File: src/dowq_pkg.sv
package dowq_pkg;

  localparam int SLOTS = 16;
  localparam int SLOT_W = 4;
  localparam int TIME_BITS = 32;
  localparam int TAG_BITS = 32;
  localparam int SLOP_BITS = 8;
  localparam logic [SLOP_BITS-1:0] SLOP_RESET = 8'd2;

  // operation codes
  localparam logic [2:0] OP_ENTER = 3'd0;
  localparam logic [2:0] OP_DELETE = 3'd1;
  localparam logic [2:0] OP_GET = 3'd2;
  localparam logic [2:0] OP_PUT = 3'd3;
  localparam logic [2:0] OP_RESET = 3'd4;

  // status codes
  localparam logic [2:0] STS_OK = 3'd0;
  localparam logic [2:0] STS_EMPTY = 3'd1;
  localparam logic [2:0] STS_NOT_DUE = 3'd2;
  localparam logic [2:0] STS_FULL = 3'd3;
  localparam logic [2:0] STS_BAD = 3'd4;

  typedef enum logic [1:0] {
    CH_NONE,
    CH_INS,
    CH_REM
  } chain_op_t;

  typedef struct packed {
    chain_op_t code;
    logic [SLOT_W-1:0] slot;
    logic [TIME_BITS-1:0] deadline;
  } chain_cmd_t;

  typedef struct packed {
    logic valid;
    logic [SLOT_W-1:0] slot;
    logic [TIME_BITS-1:0] deadline;
  } cell_t;

  typedef enum logic [1:0] {
    S_IDLE,
    S_EXEC,
    S_REINS
  } state_t;

endpackage

File: src/deadline_ordered_work_queue_top.sv
// channel | handshake             | payload
// in      | in_valid / in_stall   | operation, item_tag, item_deadline, handle, now_time
// out     | out_valid / out_stall | status, slot_out, tag_out, wake_deadline
// cfg     | cfg_valid / cfg_ready | deadline_slop
// an item is accepted in S_IDLE, then the cell chain is updated in S_EXEC;
// an earlier deadline reset on a queued item also passes S_REINS (remove, re-insert)
// the update cycle waits while a finished result is still held by out_stall
// reset clears the chain, slot flags and the slop register (to 2)
// in_stall is high whenever an item is in work
module deadline_ordered_work_queue_top (
  input  logic        clk,
  input  logic        rst_n,
  input  logic        in_valid,
  output logic        in_stall,
  input  logic [2:0]  in_operation,
  input  logic [31:0] in_item_tag,
  input  logic [31:0] in_item_deadline,
  input  logic [3:0]  in_handle,
  input  logic [31:0] in_now_time,
  output logic        out_valid,
  input  logic        out_stall,
  output logic [2:0]  out_status,
  output logic [3:0]  out_slot_out,
  output logic [31:0] out_tag_out,
  output logic [31:0] out_wake_deadline,
  input  logic        cfg_valid,
  output logic        cfg_ready,
  input  logic [7:0]  cfg_deadline_slop
);

  localparam int N = dowq_pkg::SLOTS;
  localparam int W = dowq_pkg::SLOT_W;
  localparam int TB = dowq_pkg::TIME_BITS;

  dowq_pkg::state_t state_r, state_nxt;
  logic [7:0] slop_r;

  // latched item
  logic [2:0] op_r;
  logic [31:0] tag_r;
  logic [TB-1:0] dl_r;
  logic [3:0] h_r;
  logic [TB-1:0] now_r;

  // slot pool
  logic [TB-1:0] sdl_r [N];
  logic [31:0] stag_r [N];
  logic [N-1:0] alloc_r, inuse_r, rpend_r, dpend_r;
  logic [N-1:0] alloc_nxt, inuse_nxt, rpend_nxt, dpend_nxt;
  logic sdl_we, stag_we;
  logic [W-1:0] sdl_wa;
  logic [TB-1:0] sdl_wd;

  // output register
  logic out_valid_r;
  logic [2:0] status_r, status_nxt;
  logic [3:0] slot_out_r, slot_out_nxt;
  logic [31:0] tag_out_r, tag_out_nxt;
  logic [31:0] wake_r, wake_nxt;
  logic out_load;

  // chain
  dowq_pkg::chain_cmd_t cmd;
  dowq_pkg::cell_t cells [N];
  logic [N-1:0] keeps, passes;

  // reinsertion held across cycles
  logic [TB-1:0] rdl_r, rdl_nxt;

  // helpers
  logic [W-1:0] s;
  logic hvalid;
  logic [W-1:0] free_idx;
  logic free_found;
  logic [W-1:0] hd;
  logic [TB-1:0] hdl, thr;
  logic [TB-1:0] put_dl;
  logic go;

  assign s = h_r[W-1:0];
  assign hvalid = (32'(h_r) < 32'(N)) && alloc_r[s];
  assign hd = cells[0].slot;
  assign hdl = cells[0].deadline;
  assign thr = (hdl > TB'(slop_r)) ? hdl - TB'(slop_r) : '0;
  assign put_dl = (!rpend_r[s] || sdl_r[s] > dl_r) ? dl_r : sdl_r[s];
  assign go = !out_valid_r || !out_stall;

  // lowest free slot
  always_comb begin
    free_idx = '0;
    free_found = 1'b0;
    for (int i = N - 1; i >= 0; i--) begin
      if (!alloc_r[i]) begin
        free_idx = W'(i);
        free_found = 1'b1;
      end
    end
  end

  // sequencer and operation decode
  always_comb begin
    state_nxt = state_r;
    alloc_nxt = alloc_r;
    inuse_nxt = inuse_r;
    rpend_nxt = rpend_r;
    dpend_nxt = dpend_r;
    sdl_we = 1'b0;
    sdl_wa = s;
    sdl_wd = dl_r;
    stag_we = 1'b0;
    cmd.code = dowq_pkg::CH_NONE;
    cmd.slot = s;
    cmd.deadline = dl_r;
    status_nxt = dowq_pkg::STS_OK;
    slot_out_nxt = '0;
    tag_out_nxt = '0;
    wake_nxt = '0;
    out_load = 1'b0;
    rdl_nxt = rdl_r;
    case (state_r)
      dowq_pkg::S_IDLE: begin
        if (in_valid) begin
          state_nxt = dowq_pkg::S_EXEC;
        end
      end
      dowq_pkg::S_EXEC: begin
        if (go) begin
          out_load = 1'b1;
          state_nxt = dowq_pkg::S_IDLE;
          case (op_r)
            dowq_pkg::OP_ENTER: begin
              if (!free_found) begin
                status_nxt = dowq_pkg::STS_FULL;
              end else begin
                alloc_nxt[free_idx] = 1'b1;
                inuse_nxt[free_idx] = 1'b0;
                rpend_nxt[free_idx] = 1'b0;
                dpend_nxt[free_idx] = 1'b0;
                sdl_we = 1'b1;
                sdl_wa = free_idx;
                stag_we = 1'b1;
                cmd.code = dowq_pkg::CH_INS;
                cmd.slot = free_idx;
                slot_out_nxt = 4'(free_idx);
              end
            end
            dowq_pkg::OP_DELETE: begin
              if (!hvalid) begin
                status_nxt = dowq_pkg::STS_BAD;
              end else if (inuse_r[s]) begin
                dpend_nxt[s] = 1'b1;
              end else begin
                cmd.code = dowq_pkg::CH_REM;
                alloc_nxt[s] = 1'b0;
                rpend_nxt[s] = 1'b0;
                dpend_nxt[s] = 1'b0;
              end
            end
            dowq_pkg::OP_GET: begin
              if (!cells[0].valid) begin
                status_nxt = dowq_pkg::STS_EMPTY;
              end else if (now_r < thr) begin
                status_nxt = dowq_pkg::STS_NOT_DUE;
                wake_nxt = 32'(hdl);
              end else begin
                cmd.code = dowq_pkg::CH_REM;
                cmd.slot = hd;
                inuse_nxt[hd] = 1'b1;
                rpend_nxt[hd] = 1'b0;
                dpend_nxt[hd] = 1'b0;
                slot_out_nxt = 4'(hd);
                tag_out_nxt = stag_r[hd];
              end
            end
            dowq_pkg::OP_PUT: begin
              if (!hvalid || !inuse_r[s]) begin
                status_nxt = dowq_pkg::STS_BAD;
              end else if (dpend_r[s]) begin
                alloc_nxt[s] = 1'b0;
                inuse_nxt[s] = 1'b0;
                rpend_nxt[s] = 1'b0;
                dpend_nxt[s] = 1'b0;
              end else begin
                sdl_we = 1'b1;
                sdl_wd = put_dl;
                inuse_nxt[s] = 1'b0;
                rpend_nxt[s] = 1'b0;
                cmd.code = dowq_pkg::CH_INS;
                cmd.deadline = put_dl;
              end
            end
            dowq_pkg::OP_RESET: begin
              if (!hvalid || dpend_r[s]) begin
                status_nxt = dowq_pkg::STS_BAD;
              end else if (inuse_r[s]) begin
                sdl_we = 1'b1;
                sdl_wd = put_dl;
                rpend_nxt[s] = 1'b1;
              end else if (dl_r < sdl_r[s]) begin
                // pull out now, put back with the earlier deadline next cycle
                cmd.code = dowq_pkg::CH_REM;
                sdl_we = 1'b1;
                rdl_nxt = dl_r;
                state_nxt = dowq_pkg::S_REINS;
              end
            end
            default: status_nxt = dowq_pkg::STS_BAD;
          endcase
        end
      end
      dowq_pkg::S_REINS: begin
        cmd.code = dowq_pkg::CH_INS;
        cmd.deadline = rdl_r;
        state_nxt = dowq_pkg::S_IDLE;
      end
      default: state_nxt = dowq_pkg::S_IDLE;
    endcase
  end

  // cell chain
  for (genvar g = 0; g < N; g++) begin : g_cell
    dowq_pkg::cell_t left_d, right_d;
    logic left_keep, left_passed;
    if (g == 0) begin : g_first
      assign left_d = cells[0];
      assign left_keep = 1'b1;
      assign left_passed = 1'b0;
    end else begin : g_mid
      assign left_d = cells[g-1];
      assign left_keep = keeps[g-1];
      assign left_passed = passes[g-1];
    end
    if (g == N - 1) begin : g_last
      assign right_d = '0;
    end else begin : g_inner
      assign right_d = cells[g+1];
    end
    dowq_cell u_cell (
      .clk        (clk),
      .rst_n      (rst_n),
      .cmd        (cmd),
      .left_d     (left_d),
      .right_d    (right_d),
      .left_keep  (left_keep),
      .left_passed(left_passed),
      .cur        (cells[g]),
      .keep       (keeps[g]),
      .passed     (passes[g])
    );
  end

  // control registers
  always_ff @(posedge clk) begin
    if (!rst_n) begin
      state_r <= dowq_pkg::S_IDLE;
      slop_r <= dowq_pkg::SLOP_RESET;
      alloc_r <= '0;
      inuse_r <= '0;
      rpend_r <= '0;
      dpend_r <= '0;
      out_valid_r <= 1'b0;
    end else begin
      state_r <= state_nxt;
      alloc_r <= alloc_nxt;
      inuse_r <= inuse_nxt;
      rpend_r <= rpend_nxt;
      dpend_r <= dpend_nxt;
      if (cfg_valid) begin
        slop_r <= cfg_deadline_slop;
      end
      if (out_load) begin
        out_valid_r <= 1'b1;
      end else if (!out_stall) begin
        out_valid_r <= 1'b0;
      end
    end
  end

  // payload registers
  always_ff @(posedge clk) begin
    if (state_r == dowq_pkg::S_IDLE && in_valid) begin
      op_r <= in_operation;
      tag_r <= in_item_tag;
      dl_r <= in_item_deadline;
      h_r <= in_handle;
      now_r <= in_now_time;
    end
    if (sdl_we) begin
      sdl_r[sdl_wa] <= sdl_wd;
    end
    if (stag_we) begin
      stag_r[free_idx] <= tag_r;
    end
    rdl_r <= rdl_nxt;
    if (out_load) begin
      status_r <= status_nxt;
      slot_out_r <= slot_out_nxt;
      tag_out_r <= tag_out_nxt;
      wake_r <= wake_nxt;
    end
  end

  assign in_stall = (state_r != dowq_pkg::S_IDLE);
  assign cfg_ready = 1'b1;
  assign out_valid = out_valid_r;
  assign out_status = status_r;
  assign out_slot_out = slot_out_r;
  assign out_tag_out = tag_out_r;
  assign out_wake_deadline = wake_r;

`ifndef NO_ASSERTIONS
  // chain stays packed at the head
  a_packed: assert property (@(posedge clk) disable iff (!rst_n)
    !cells[0].valid |-> !cells[1].valid)
    else $error("queue chain has a gap at the head");

  // chain stays sorted at the head
  a_sorted: assert property (@(posedge clk) disable iff (!rst_n)
    cells[1].valid |-> !(cells[1].deadline < cells[0].deadline))
    else $error("queue head out of deadline order");

  // a queued head is allocated and not in use
  a_head: assert property (@(posedge clk) disable iff (!rst_n)
    cells[0].valid |-> (alloc_r[cells[0].slot] && !inuse_r[cells[0].slot]))
    else $error("queue head names a bad slot");

  // a new result only comes from the update cycle
  a_res: assert property (@(posedge clk) disable iff (!rst_n)
    $rose(out_valid_r) |-> $past(state_r == dowq_pkg::S_EXEC))
    else $error("result beat without an update cycle");
`endif

endmodule

File: src/dowq_cell.sv
module dowq_cell (
  input  logic                clk,
  input  logic                rst_n,
  input  dowq_pkg::chain_cmd_t cmd,
  input  dowq_pkg::cell_t     left_d,
  input  dowq_pkg::cell_t     right_d,
  input  logic                left_keep,
  input  logic                left_passed,
  output dowq_pkg::cell_t     cur,
  output logic                keep,
  output logic                passed
);

  dowq_pkg::cell_t cur_r;
  dowq_pkg::cell_t cur_nxt;

  // entry stays in place on insert when it is not later than the new one
  assign keep = cur_r.valid && !(cmd.deadline < cur_r.deadline);
  // the removed entry is here or somewhere to the left
  assign passed = left_passed || (cur_r.valid && cur_r.slot == cmd.slot);
  assign cur = cur_r;

  // shift right on insert, left on remove
  always_comb begin
    cur_nxt = cur_r;
    case (cmd.code)
      dowq_pkg::CH_INS: begin
        if (!keep) begin
          if (left_keep) begin
            cur_nxt.valid = 1'b1;
            cur_nxt.slot = cmd.slot;
            cur_nxt.deadline = cmd.deadline;
          end else begin
            cur_nxt = left_d;
          end
        end
      end
      dowq_pkg::CH_REM: begin
        if (passed) begin
          cur_nxt = right_d;
        end
      end
      default: cur_nxt = cur_r;
    endcase
  end

  always_ff @(posedge clk) begin
    if (!rst_n) begin
      cur_r.valid <= 1'b0;
    end else begin
      cur_r <= cur_nxt;
    end
  end

endmodule

File: config.mk
export PLATFORM = sky130hd
export DESIGN_NAME = deadline_ordered_work_queue_top
export DESIGN_NICKNAME = d
export VERILOG_FILES = /design/src/dowq_pkg.sv /design/src/deadline_ordered_work_queue_top.sv /design/src/dowq_cell.sv
export SDC_FILE = /design/constraint.sdc
export NUM_CORES = 2
export LEC_CHECK = 0
export BUFFER_PORTS_ARGS = -buffer_cell sky130_fd_sc_hd__buf_2
export CAP_MARGIN = 20
export CORE_MARGIN = 8
export CORE_UTILIZATION = 40
export CTS_BUF_LIST = sky130_fd_sc_hd__clkbuf_4 sky130_fd_sc_hd__clkbuf_8 sky130_fd_sc_hd__clkbuf_16
export CTS_CLUSTER_DIAMETER = 150
export CTS_CLUSTER_SIZE = 25
export DETAILED_ROUTE_END_ITERATION = 6
export PLACE_DENSITY = 0.65
export REMOVE_ABC_BUFFERS = 1
export SYNTH_ARGS = -nofsm -noshare
export SYNTH_HDL_FRONTEND = slang
export SYNTH_HIERARCHICAL = 1
export SYNTH_SLANG_ARGS = --single-unit
export TNS_END_PERCENT = 100
File: constraint.sdc
create_clock -name clk -period 21.8 [get_ports clk]
set_input_delay 1.09 -clock clk [delete_from_list [all_inputs] [get_ports clk]]
set_output_delay 1.09 -clock clk [all_outputs]
set_load 0.05 [all_outputs]
# Word-level counts from Yosys, hierarchy flattened
# Memories as Yosys holds them, arrays and structs flattened. A register that Yosys moved wholly into a read port is not among the register bits.
# Index checks and enable logic that the tools add are counted.
# totals
word_cells	511
reg_bits	841
input_bits	116
n_memories	2
output_inout_bits	74
ram_bits	1024
# classes
add_sub_neg	1
n_lt_le_gt_ge	26
n_eq_ne	68
mux	203
reduce_logical	125
bitwise_logic	22
# memory_table
memory	depth	width	rd	rd_clocked_by_memory_dff	write_ports	line	source
sdl_r	16	32	1	1	1	deadline_ordered_work_queue_top.sv:46	logic [TB-1:0] sdl_r [N];
stag_r	16	32	1	1	1	deadline_ordered_work_queue_top.sv:47	logic [31:0] stag_r [N];
# ops
cell	n
2-to-1 mux 37 bit	47
one-hot mux 37 bit (2 select lines)	16
less-than comparator 32 bit	18
2-to-1 mux 16 bit	24
2-to-1 mux 32 bit	9
bitwise AND 16 bit	9
one-hot mux 32 bit (2 select lines)	2
2-to-1 mux 4 bit	25
one-hot mux 16 bit (3 select lines)	2
one-hot mux 16 bit (5 select lines)	1
equality test 4 bit	16
OR 16 bit	4
one-hot mux 16 bit (4 select lines)	1
AND reduction 4 bit	16
!= test 2 bit, second input constant	26
NOT 16 bit	3
AND reduction 3 bit	16
2-to-1 mux 1 bit	44
2-to-1 mux 38 bit	1
logical AND 1 bit	36
!= test 2 x 1 -> 1 bit, second input constant	18
> comparator 32 bit	1
> comparator 32 x 8 -> 1 bit	1
subtractor 32 x 8 -> 32 bit	1
other kinds (35)	108

# Logic depth before layout (Yosys ltp)
# depth
depth_word	39
mapped_depth	44
depth_no_buf	44

# Hierarchy
# Netlist, hierarchy kept.
# modules_own_cells
module	cells_per_inst	seq_area_each_um2	instances	area_each_um2
deadline_ordered_work_queue_top	2980	38516.9	1	53926.7
dowq_cell at g_cell[13].u_cell ...	285	1101.1	12	2725.1
dowq_cell at g_cell[0].u_cell ...	286	1101.1	4	2755.1

# Worst setup path after synthesis
# Ideal clock, no wire load.
# synth_path
kind	register -> register
startpoint	reg g_cell[0].u_cell.cur_r, in the netlist g_cell[0].u_cell/cur[19]
endpoint	reg g_cell[15].u_cell.cur_r, in the netlist g_cell[15].u_cell/cur[0] (enable)
path_buffers	3
setup_slack_ps	10548
arrival_time_ps	10738
setup_ps	515
synth_period_minus_slack_ps	11252
path_stages_with_launch	37
t_required_ps	21285
cell_sequence	edfxtp_1 or4_4 or4_1 buf_2 or4_4 nor3_1 clkbuf_1 nor2_1 mux2i_1 ha_1 a2111oi_0 o221ai_1 o211ai_1 o211ai_1 nor4_1 a21oi_2 buf_2 a31oi_1 xnor2_1 a31o_2 a31o_2 a31o_2 a31o_2 a31o_2 a31o_2 a31o_2 a31o_2 a31o_2 a31o_2 a31o_2 a31o_2 a31o_2 a31o_2 a31o_2 a31o_2 nand3_1 o31ai_1
# synth_lines
element	line	source
start: declaration	dowq_cell.sv:14	dowq_pkg::cell_t cur_r;
start signal: assignment	dowq_cell.sv:51	cur_r <= cur_nxt;
end signal: assignment	dowq_cell.sv:51	
end: declaration	dowq_cell.sv:14	

==> impl_metrics.yaml <==
setup_path:
  end_kind: "flip-flop"
  path_class: "flip-flop to flip-flop"
  cp_common_cell: "a31o_2"
  slowest_stage: "a21oi_2"
  timing.rr.end: "g_cell[15].u_cell/cur[23]"
  rr_worst_depth: 44
  cp_slowest_stage_delay_ns: 0.53
  critPathRequiredTime_ns: 22.24
  cp_max_fo: 32
  r2r_slack_ns: 10.88
  reg2reg_from: "g_cell[0].u_cell/cur[0]"
  arrival_ns: 11.36
  cp-start-kind: "flip-flop"
placed_design:
  dpl_cell_area_mm2: 0.104
  dpl.hpwl_um: 174000
  port_buffers: 188
  gp_congestion: 0.908
grt:
  grtUsageTotal_pct: 19.6
  grt_use_met1_pct: 26.7
  busiest_layer: "met2"
  use_met2_pct: 32.4
  grt_max_degree: 136
  grt_pass1_vias: 62802
  overflow: 0
  met3_usage_pct: 2.98
  antenna_found_initial: 6
  grt_pass1_wl_um: 395000
detailed_routing:
  drt_iter0_drc: 6644
  vias: 63070
  ant_nets: 0
  firstDrtPassIters: 7
  wire_per_inst_um: 24.1
  drc: 0
  vias_per_cell: 5.77
  wl_um: 264000
yosys:
  ys_warn_count: 6
  avgSynthCellArea_um2: 12.9
  synth_area_mm2: 0.0976
  syn_inst: 7543
finish:
  multi_input_area_mm2: 0.0390
  utilization_pct: 43.8
  largest_reg_flops: 592
  regArea_mm2: 0.0561
  postLayoutCellArea_mm2: 0.106
  nNetsFinal: 8376
  final_layout_size_suffix_gt1_share_pct: 13.4
  final.fill_count: 21925
  area_delta_synth_final_pct: 8.95
clocking:
  cts_tree: "yes"
  clock_path_buffers: 3
  insertion_delay_ns: 0.80
  htree_levels: 3
  clock-root-buffer: "clkbuf_16"
  post_cts_buffers: 0
  clk_pin_slew_worst_paths_ns: 0.11
  hold_buffers: 0
  cts_resized: 0
  clock_sinks: 1901
  cts_buffers: 86
die:
  initial_utilization_pct: 40.2
  core_region_area_mm2: 0.243
  die_width_um: 510
  dieArea_mm2: 0.260
  dieHeight_um: 510
  ioPinCount: 190
  num_rows: 181
power:
  power_density_mw_per_mm2: 62.5
  clock_power_share_pct: 29.4
  ir_drop_mv: 0.0811
  p_sw_w: 0.00163
  power_frac_seq_pct: 60.9
  p_total_w: 0.00665
  combPwrFrac_pct: 9.6
  p_sw_share_pct: 24.5
  cellInternalPower_w: 0.00502
  leakagePower_nw: 36.1
timing:
  fin_worst_skew_ns: 0.0781
  max_freq_mhz: 91.6
  finalSetupViolCount: 0
  setup_tns_ns: 0
  rsz0062_at_grt: "no"
  worst_slew_pin_slew_ns: 1.20
  min_period_ns: 10.92
  slew_violations: 0
  hold_violations: 0
  period_share_pct: 50.1
  slew_headroom_pct: 19.8
min_path:
  hold_start: "in_now_time[8]"
  worstHoldPathType: "input pin to flip-flop"
  hold_depth: 1
  hold_path_end: "now_r[8]"
status:
  status: "completed"
job:
  maxCapViolCount: 0
[metrics by stage]
stage / cells / setup WS, ns / hold slack, ns
4_1_cts: 10922 / 10.98 / 0.396
5_1_grt: 10932 / 10.23 / 0.425
2_1_floorplan: 7225 / 4.07 / 0.444
3_3_place_gp: 10787 / 11.22 / 0.458
3_5_place_dp: 10795 / 11.09 / 0.462
6_report: 10933 / 10.88 / 0.459
[routing by layer]
layer	wire, um	part of all wire, %
met5	27	0.010
met3	18000	6.8
met2	125000	47
met4	8690	3.3
met1	112000	43
[cell type report]
type | count | area share [%]
clock inverter | 9 | 0.187
timing repair buffer | 377 | 2.35
tap | 3202 | 3.77
antenna | 2 | 0.00470
multi-input combinational | 4750 | 36.6
inverter | 574 | 2.03
clock buffer | 118 | 2.25
sequential | 1901 | 52.8
[power groups by stage]
stage | clock (W) | sequential [W] | combinational (W)
3_5_place_dp | 0 | 0.00413 | 0.000633
6_report | 0.00196 | 0.00405 | 0.000640
5_1_grt | 0.00211 | 0.00406 | 0.000695
2_1_floorplan | 0 | 0.00416 | 0.000369
3_3_place_gp | 0 | 0.00413 | 0.000610
4_1_cts | 0.00200 | 0.00405 | 0.000636
[cells in the final DEF, fill, tap and decap left out, drive strengths merged, types with 16 or more instances in the layout]
| master | instances |
|---|---|
| or4 | 17 |
| o211ai | 22 |
| conb | 42 |
| edfxtp | 1806 |
| a21oi | 335 |
| and2 | 42 |
| o21a | 30 |
| a211oi | 26 |
| a31oi | 58 |
| a21o | 42 |
| ha | 569 |
| nand3 | 87 |
| a31o | 18 |
| nor2 | 143 |
| a2111oi | 18 |
| nand2 | 886 |
| dfxtp | 95 |
| xor2 | 57 |
| a211o | 16 |
| a22oi | 51 |
| nor4 | 34 |
| buf | 377 |
| o21ai | 778 |
| clkbuf | 118 |
| xnor2 | 26 |
| o31ai | 26 |
| mux4 | 337 |
| nor2b | 77 |
| mux2i | 626 |
| and4 | 40 |
| nand2b | 34 |
| inv | 578 |
| nor3 | 73 |
| nand4 | 62 |
[worst max-delay path: cells and delay by family (launching register included)]
family | cells | cell delay (ns)
AND/OR/NAND/NOR | 14 | 2.53
XOR/XNOR | 2 | 0.39
buffers and inverters | 4 | 0.91
AO/OA/AOI/OAI | 21 | 5.28
flip-flops | 1 | 0.48
adder cells (fa/ha/maj) | 3 | 0.95
[worst max-delay path by stage]
| stage | endpoint | start | depth (start not counted) | slack (ns) |
|---|---|---|---|---|
| global route | g_cell[15].u_cell/cur[23] | g_cell[0].u_cell/cur[0] | 45 | 10.23 |
| global placement | g_cell[15].u_cell/cur[11] | g_cell[0].u_cell/cur[19] | 38 | 11.22 |
| CTS | g_cell[15].u_cell/cur[23] | g_cell[0].u_cell/cur[19] | 38 | 10.98 |
| floorplan | g_cell[11].u_cell/cur[36] | flip-flop | 23 | 4.07 |
| finish | g_cell[15].u_cell/cur[23] | g_cell[0].u_cell/cur[0] | 44 | 10.88 |
| detailed placement | g_cell[15].u_cell/cur[10] | g_cell[0].u_cell/cur[19] | 38 | 11.09 |
No activity file was read; power rests on OpenSTA's default activity.
